**src/design/mwm_pkg.sv**
```systemverilog
`timescale 1ns / 1ps
// Package for the maze wall map: grid sizes, state encoding and cell helpers.
package mwm_pkg;

	localparam int GRID_WIDTH  = 16;
	localparam int GRID_HEIGHT = 16;
	localparam int CELL_CNT    = GRID_WIDTH * GRID_HEIGHT;
	localparam int CELL_AW     = $clog2(CELL_CNT);

	localparam logic [1:0] DIR_WEST  = 2'd0;
	localparam logic [1:0] DIR_SOUTH = 2'd1;
	localparam logic [1:0] DIR_EAST  = 2'd2;
	localparam logic [1:0] DIR_NORTH = 2'd3;

	localparam logic [3:0] BOTH_VIEWS = 4'hF;

	localparam logic KIND_RECORD = 1'b0;
	localparam logic KIND_READ   = 1'b1;

	typedef logic [CELL_AW-1:0] cell_addr_t;

	typedef enum logic [2:0] {
		ST_IDLE,
		ST_CENTER,
		ST_NB_RD,
		ST_NB_WR,
		ST_CELL_RD,
		ST_CELL_WAIT,
		ST_DONE
	} state_t;

	function automatic logic in_grid(input logic [3:0] x, input logic [3:0] y);
		return (32'(x) < GRID_WIDTH) && (32'(y) < GRID_HEIGHT);
	endfunction

	function automatic cell_addr_t cell_addr(input logic [3:0] x, input logic [3:0] y);
		return CELL_AW'(32'(y) * GRID_WIDTH + 32'(x));
	endfunction

	function automatic logic [3:0] border_bits(input logic [3:0] x, input logic [3:0] y);
		logic [3:0] b;
		b = 4'd0;
		if (x == 4'd0)
			b[DIR_WEST] = 1'b1;
		else if (32'(x) == GRID_WIDTH - 1)
			b[DIR_EAST] = 1'b1;
		if (y == 4'd0)
			b[DIR_SOUTH] = 1'b1;
		else if (32'(y) == GRID_HEIGHT - 1)
			b[DIR_NORTH] = 1'b1;
		return b;
	endfunction

	function automatic logic [7:0] reset_cell(input logic [3:0] x, input logic [3:0] y);
		return {BOTH_VIEWS, border_bits(x, y)};
	endfunction

	function automatic logic [3:0] sensed_walls(input logic [1:0] hd, input logic left,
			input logic front, input logic right);
		logic [3:0] w;
		w = 4'd0;
		if (front)
			w[hd] = 1'b1;
		if (left)
			w[hd + 2'd1] = 1'b1;
		if (right)
			w[hd + 2'd3] = 1'b1;
		return w;
	endfunction

endpackage

```
**src/design/maze_wall_map_update.sv**
```systemverilog
`timescale 1ns / 1ps
// Maze wall map store: record sensed walls into a cell and its neighbors, or read a cell.
//
//  channel | signals                                   | dir | role
//  in      | in_valid in_ready kind pos_x pos_y         | in  | record or read transaction
//          | heading left_seen front_seen right_seen    |     |
//  out     | out_valid out_ready cell_value             | out | one cell value per transaction
//
// A read passes through ST_CELL_RD and ST_CELL_WAIT, a record through ST_CENTER and then
// the four neighbors in turn, and an off-grid position goes straight to ST_DONE. A neighbor
// inside the grid costs a read and a write on the cell memory, one outside a single skip.
// in_ready is high only while the sequencer is idle.
// Reset needs no clearing pass: per-cell valid flops make unwritten cells read as their
// reset pattern. The result waits in the output register while out_ready is low.
module maze_wall_map_update
	import mwm_pkg::*;
(
	input  logic       clk,
	input  logic       arst_n,
	input  logic       in_valid,
	output logic       in_ready,
	input  logic       kind,
	input  logic [3:0] pos_x,
	input  logic [3:0] pos_y,
	input  logic [1:0] heading,
	input  logic       left_seen,
	input  logic       front_seen,
	input  logic       right_seen,
	output logic       out_valid,
	input  logic       out_ready,
	output logic [7:0] cell_value
);

	state_t state_q, state_d;

	logic [3:0] x_q, y_q;
	logic [3:0] walls_q;
	logic [1:0] dir_q;
	logic [7:0] res_q;
	logic       out_valid_q;
	logic [7:0] cell_value_q;

	logic [7:0] mem [CELL_CNT];
	logic       vld_q [CELL_CNT];
	logic [7:0] rd_data_q;
	logic       rd_vld_q;

	logic       mem_we;
	cell_addr_t mem_wa;
	logic [7:0] mem_wd;
	cell_addr_t mem_ra;

	logic       in_acc;
	logic       out_load;
	logic [3:0] nb_x, nb_y;
	logic       nb_exists;
	logic [1:0] nb_face;
	logic [7:0] nb_mask;
	logic [7:0] nb_cell;
	logic [7:0] rd_cell;
	logic [3:0] walls_in;

	assign in_ready  = (state_q == ST_IDLE);
	assign in_acc    = in_valid && in_ready;
	assign out_load  = (state_q == ST_DONE) && (!out_valid_q || out_ready);
	assign walls_in  = sensed_walls(heading, left_seen, front_seen, right_seen)
		| border_bits(pos_x, pos_y);

	// neighbor in direction dir_q
	always_comb begin
		nb_x      = x_q;
		nb_y      = y_q;
		nb_exists = 1'b0;
		unique case (dir_q)
			DIR_NORTH: begin
				nb_y      = y_q + 4'd1;
				nb_exists = (32'(y_q) != GRID_HEIGHT - 1);
			end
			DIR_EAST: begin
				nb_x      = x_q + 4'd1;
				nb_exists = (32'(x_q) != GRID_WIDTH - 1);
			end
			DIR_SOUTH: begin
				nb_y      = y_q - 4'd1;
				nb_exists = (y_q != 4'd0);
			end
			default: begin
				nb_x      = x_q - 4'd1;
				nb_exists = (x_q != 4'd0);
			end
		endcase
	end

	assign nb_face = dir_q ^ 2'd2;
	assign nb_mask = 8'((9'd1 << nb_face) | (9'd1 << (3'(nb_face) + 3'd4)));
	assign rd_cell = rd_vld_q ? rd_data_q
		: reset_cell((state_q == ST_NB_WR) ? nb_x : x_q, (state_q == ST_NB_WR) ? nb_y : y_q);
	assign nb_cell = walls_q[dir_q] ? (rd_cell | nb_mask) : (rd_cell & ~nb_mask);

	// next state
	always_comb begin
		state_d = state_q;
		unique case (state_q)
			ST_IDLE: begin
				if (in_acc) begin
					if (!in_grid(pos_x, pos_y))
						state_d = ST_DONE;
					else if (kind == KIND_READ)
						state_d = ST_CELL_RD;
					else
						state_d = ST_CENTER;
				end
			end
			ST_CENTER:    state_d = ST_NB_RD;
			ST_NB_RD: begin
				if (nb_exists)
					state_d = ST_NB_WR;
				else if (dir_q == DIR_WEST)
					state_d = ST_DONE;
			end
			ST_NB_WR:     state_d = (dir_q == DIR_WEST) ? ST_DONE : ST_NB_RD;
			ST_CELL_RD:   state_d = ST_CELL_WAIT;
			ST_CELL_WAIT: state_d = ST_DONE;
			ST_DONE:      state_d = out_load ? ST_IDLE : ST_DONE;
			default:      state_d = ST_IDLE;
		endcase
	end

	// memory port control
	always_comb begin
		mem_we = 1'b0;
		mem_wa = cell_addr(x_q, y_q);
		mem_wd = {walls_q, walls_q};
		mem_ra = cell_addr(x_q, y_q);
		unique case (state_q)
			ST_CENTER: mem_we = 1'b1;
			ST_NB_RD:  mem_ra = cell_addr(nb_x, nb_y);
			ST_NB_WR: begin
				mem_we = 1'b1;
				mem_wa = cell_addr(nb_x, nb_y);
				mem_wd = nb_cell;
			end
			default: ;
		endcase
	end

	always_ff @(posedge clk or negedge arst_n) begin
		if (!arst_n) begin
			state_q     <= ST_IDLE;
			out_valid_q <= 1'b0;
			dir_q       <= DIR_NORTH;
		end else begin
			state_q <= state_d;
			if (out_load)
				out_valid_q <= 1'b1;
			else if (out_ready)
				out_valid_q <= 1'b0;
			if (state_q == ST_CENTER)
				dir_q <= DIR_NORTH;
			else if ((state_q == ST_NB_WR) || (state_q == ST_NB_RD && !nb_exists))
				dir_q <= dir_q - 2'd1;
		end
	end

	always_ff @(posedge clk) begin
		if (in_acc) begin
			x_q     <= pos_x;
			y_q     <= pos_y;
			walls_q <= walls_in;
			res_q   <= 8'd0;
		end
		if (state_q == ST_CENTER)
			res_q <= {walls_q, walls_q};
		if (state_q == ST_CELL_WAIT)
			res_q <= rd_cell;
		if (out_load)
			cell_value_q <= res_q;
	end

	always_ff @(posedge clk) begin
		if (mem_we)
			mem[mem_wa] <= mem_wd;
		rd_data_q <= mem[mem_ra];
	end

	always_ff @(posedge clk or negedge arst_n) begin
		if (!arst_n) begin
			for (int i = 0; i < CELL_CNT; i++)
				vld_q[i] <= 1'b0;
			rd_vld_q <= 1'b0;
		end else begin
			if (mem_we)
				vld_q[mem_wa] <= 1'b1;
			rd_vld_q <= vld_q[mem_ra];
		end
	end

	assign out_valid  = out_valid_q;
	assign cell_value = cell_value_q;

endmodule
```
**config.mk**
```make
export PLATFORM = sky130hd
export DESIGN_NAME = maze_wall_map_update
export DESIGN_NICKNAME = d
export VERILOG_FILES = /design/src/design/mwm_pkg.sv /design/src/design/maze_wall_map_update.sv
export SDC_FILE = /design/constraint.sdc
export NUM_CORES = 2
export LEC_CHECK = 0
export BUFFER_PORTS_ARGS = -buffer_cell sky130_fd_sc_hd__buf_2
export CAP_MARGIN = 25
export CORE_AREA = 2 2 518 520
export CTS_CLUSTER_DIAMETER = 50
export DETAILED_ROUTE_END_ITERATION = 8
export DIE_AREA = 0 0 520 522
export GPL_TIMING_DRIVEN = 0
export HOLD_SLACK_MARGIN = 0.03
export PLACE_DENSITY = 0.6
export REMOVE_ABC_BUFFERS = 1
export SLEW_MARGIN = 20
export SYNTH_ARGS = -nofsm -noshare
export SYNTH_HDL_FRONTEND = slang
export SYNTH_SLANG_ARGS = --single-unit
```
**constraint.sdc**
```tcl
create_clock -name clk -period 15.9 [get_ports clk]
set_input_delay 0.795 -clock clk [delete_from_list [all_inputs] [get_ports clk]]
set_output_delay 0.795 -clock clk [all_outputs]
set_load 0.02 [all_outputs]
```
==> impl_metrics.toml <==
[drt]
detailedRoute.firstIterationViolations = 6180
route.antenna.remaining_nets = 0
detail_route.vias_per_cell = 5.38
detailroute.via_count = 51800
detailedRoute.firstPassIterationCount = 7
drc_errors = 0
wire_length_after_detailed_routing_um = 241000
detail_route.wl_per_cell_um = 25.1

[timing]
holdWs_ps = 150
fmaxAchievable_ghz = 0.152
fin_crit_sh_pct = 41.4
hold_violations = 0
worst_pin_slew_ps = 1150
timing.max_slew.rel_slack_pct = 23.3
period_minus_slack_ps = 6580
grt_setup_unrepaired = "false"
max_slew_violation_total_from_the_final_report = 0
setup_violations = 0
finalClockSkew_ps = 63.3

[worst_setup_path]
reg2regPathDepth = 15
setup.worst_path.start_class = "register"
critPathMaxFanout = 78
startpoint = "dir_q[0]"
worst_ep_arrival_time_ps = 7360
crit-reg2reg-launch = "dir_q[0]"
regToRegSetupSlack_ps = 9320
critical_path_class = "reg2reg"
critical_path_required_ps = 16670
r2r-end = "rd_vld_q"
worstSetupEndpointType = "register"

[layout]
final_nets = 5886
finish.cell_count_without_fillers = 9620
layout_cells_sized_above_1_pct = 21.3
syn2layout_area_growth_pct = 17.3

[grt]
grt_antenna_before_repair = 6
pin_count_of_the_biggest_net_entering_global_routing = 85
grt_pass1_vias = 51800
grt_first_pass_wirelength_um = 356000
grt_use_total_pct = 17.6
grt_overflow_total = 0

[floorplan]
initial_core_util_pct = 34.8
dieHeight_um = 522
core_area_um2 = 266000
dieArea_um2 = 271000
top_level_ports = 28
die_width_um = 520
floorplan.rows = 190

[synthesis]
synth_edf_count = 2076
synth_area_per_cell_um2 = 16.3
netlist-cell-type-count = 83
yosys_warnings = 0
synth_flop_cell = "sky130_fd_sc_hd__edfxtp_1"
async_sr_flop_fraction_pct = 11.2
synthesis.instances = 5681
post-synth-top-area-fraction_pct = 67.2
ys_seq_area_share_pct = 74.5
synth_top_area_cell = "sky130_fd_sc_hd__edfxtp_1"
synth_seq_cells = 2347
netlist_area_um2 = 92700
yosys-top-cells-area = "sky130_fd_sc_hd__edfxtp_1, sky130_fd_sc_hd__mux4_2, sky130_fd_sc_hd__dfrtp_1"

[placement]
place_congestion = 0.818
place.detailed.hpwl_um = 159000
io_buffer_count = 27
dp.cells = 9180

[clocking]
clk-insertion-delay-late_ps = 850
root_buffer = "sky130_fd_sc_hd__clkbuf_16"
numClockSinks = 2347
ctsResizeCount = 0
tritoncts_clock_tree = "done"
ctsLongestPathBuffers = 3
path_clk_slew_ps = 60
number_of_buffers_created_by_cts = 228
h_tree_depth = 4

[pwr]
total_power_mw = 18.9
vdd.ir_drop.worst_uv = 140
power.density_cell_area_nw_per_um2 = 174
power.leakage_nw = 37.5

[min_path]
holdPathEnd = "x_q[2]"
holdCritStartpoint = "pos_x[2]"
hold-path-cell-count = 1
hp-class = "in2reg"

[run]
maxCapViolations = 0

[outcome]
status = "completed"
logic make-up (layout without fill, tap and decap cells):
kind of cell | after synthesis | count (layout) | synth area share [%]
fa+ha+maj | 9 | 9 | 0.130
simple gates | 1872 | 1872 | 9.09
other cells | 0 | 3 | 0
flops | 2347 | 2347 | 74.5
mux | 503 | 503 | 10.1
xor+xnor | 17 | 17 | 0.169
compound gates | 596 | 596 | 4.21
buf+inv | 337 | 721 | 1.79
layer usage:
metal | share of wire [%] | up-vias | GRT usage (%)
met3 | 7.3 | 473 | 3.14
met4 | 3.8 | 6 | 6.18
met5 | 0.019 | - | 0
met2 | 47 | 2074 | 28.0
met1 | 42 | 27000 | 24.3
li1 | - | 22200 | -
through the flow:
step                utilization (%)  cell area [um2]  setup TNS [ps]  setup WS [ps]
global route                   40.8           109000               0           9250
CTS                            40.8           109000               0           9390
finish                         40.8           109000               0           9320
floorplan                         -            91100         -128200         -14300
global placement               35.9            95700               -         -35210
detailed placement             38.0           101000               0           9420
cells in the mapped netlist, drive strengths merged (5+ instances only):
library cell  count
buf             197
and3             35
mux4            345
nor4             21
nand2           819
inv              18
or4b              7
a22oi            36
edfxtp         2076
and4              9
xor2              5
a211oi           22
a221oi           13
a311oi           10
ha                8
o22ai            85
mux2             23
dfxtp             8
a32oi             8
nor2            394
o21ai            51
nand3           276
o31ai            23
nor3             20
dfrtp           261
a2111oi          12
a31oi            85
mux2i           135
a32o             10
o22a             12
a21oi           178
nand4             6
clkbuf          122
a21o              6
and2              7
o211ai           20
xnor2            12
or2             260
o221ai            7
critical path, cell delays in order (launching register included):
cell	delay (ps)
sky130_fd_sc_hd__dfstp_2	730
sky130_fd_sc_hd__inv_1	120
sky130_fd_sc_hd__ha_1	350
sky130_fd_sc_hd__inv_1	290
sky130_fd_sc_hd__ha_1	360
sky130_fd_sc_hd__xnor2_1	420
sky130_fd_sc_hd__nand3_4	170
sky130_fd_sc_hd__nand2_8	370
sky130_fd_sc_hd__buf_16	310
sky130_fd_sc_hd__buf_16	340
sky130_fd_sc_hd__mux4_2	380
sky130_fd_sc_hd__nor2_1	60
sky130_fd_sc_hd__a311oi_1	640
sky130_fd_sc_hd__a31oi_1	420
sky130_fd_sc_hd__nor4_1	910
sky130_fd_sc_hd__and3_1	340
state kept, by name (all words and copies together), names as in the netlist, 3 cells and up:
register    flops
x_q             4
cell_value      8
y_q             4
vld_q         256
rd_data_q       8
walls_q         4
state_q         3
res_q           8
mem          2048
area by class of cell:
type	count	area (um2)
fillers	23500	158000
flip-flops and latches	2347	69100
multi-input cells	2997	22400
clock buffers	332	6410
repair buffers	267	5460
well taps	3552	4440
clock inverters	104	986
inverters	18	67.6
diodes	3	7.51
layout by cell type (no fill, tap or decap), types with 26 or more instances in the layout:
cell / n
sky130_fd_sc_hd__edfxtp_1: 2076
sky130_fd_sc_hd__nand2_1: 801
sky130_fd_sc_hd__nor2_1: 388
sky130_fd_sc_hd__mux4_2: 345
sky130_fd_sc_hd__nand3_1: 274
sky130_fd_sc_hd__dfrtp_1: 261
sky130_fd_sc_hd__or2_2: 260
sky130_fd_sc_hd__clkbuf_16: 231
sky130_fd_sc_hd__a21oi_1: 174
sky130_fd_sc_hd__buf_16: 146
sky130_fd_sc_hd__mux2i_1: 135
sky130_fd_sc_hd__a31oi_1: 85
sky130_fd_sc_hd__o22ai_1: 85
sky130_fd_sc_hd__clkbuf_1: 76
sky130_fd_sc_hd__buf_6: 42
sky130_fd_sc_hd__o21ai_0: 38
sky130_fd_sc_hd__clkinv_2: 38
sky130_fd_sc_hd__a22oi_1: 36
sky130_fd_sc_hd__and3_1: 35
sky130_fd_sc_hd__clkinv_1: 31
sky130_fd_sc_hd__buf_2: 26
where the power goes:
part	total [mW]	internal [mW]	leakage, nW	switching (mW)
Clock	5.34	3.01	3.62	2.32
Combinational	5.97	2.33	11.5	3.65
Sequential	7.64	7.51	22.4	0.130
how the worst max path moves through the flow:
stage | slack [ps] | endpoint
floorplan | -14300 | rd_data_q[6]
global placement | -35210 | rd_vld_q
detailed placement | 9420 | rd_data_q[6]
CTS | 9390 | rd_data_q[6]
global route | 9250 | rd_data_q[5]
finish | 9320 | rd_vld_q
repair_timing:
item | 4_1_cts | 5_1_grt
endpoints found under the hold margin | 66 | 0
hold buffers | 1 | 0
buffers inserted | 0 | 0
Note: power is estimated with default switching activity, not from simulation.
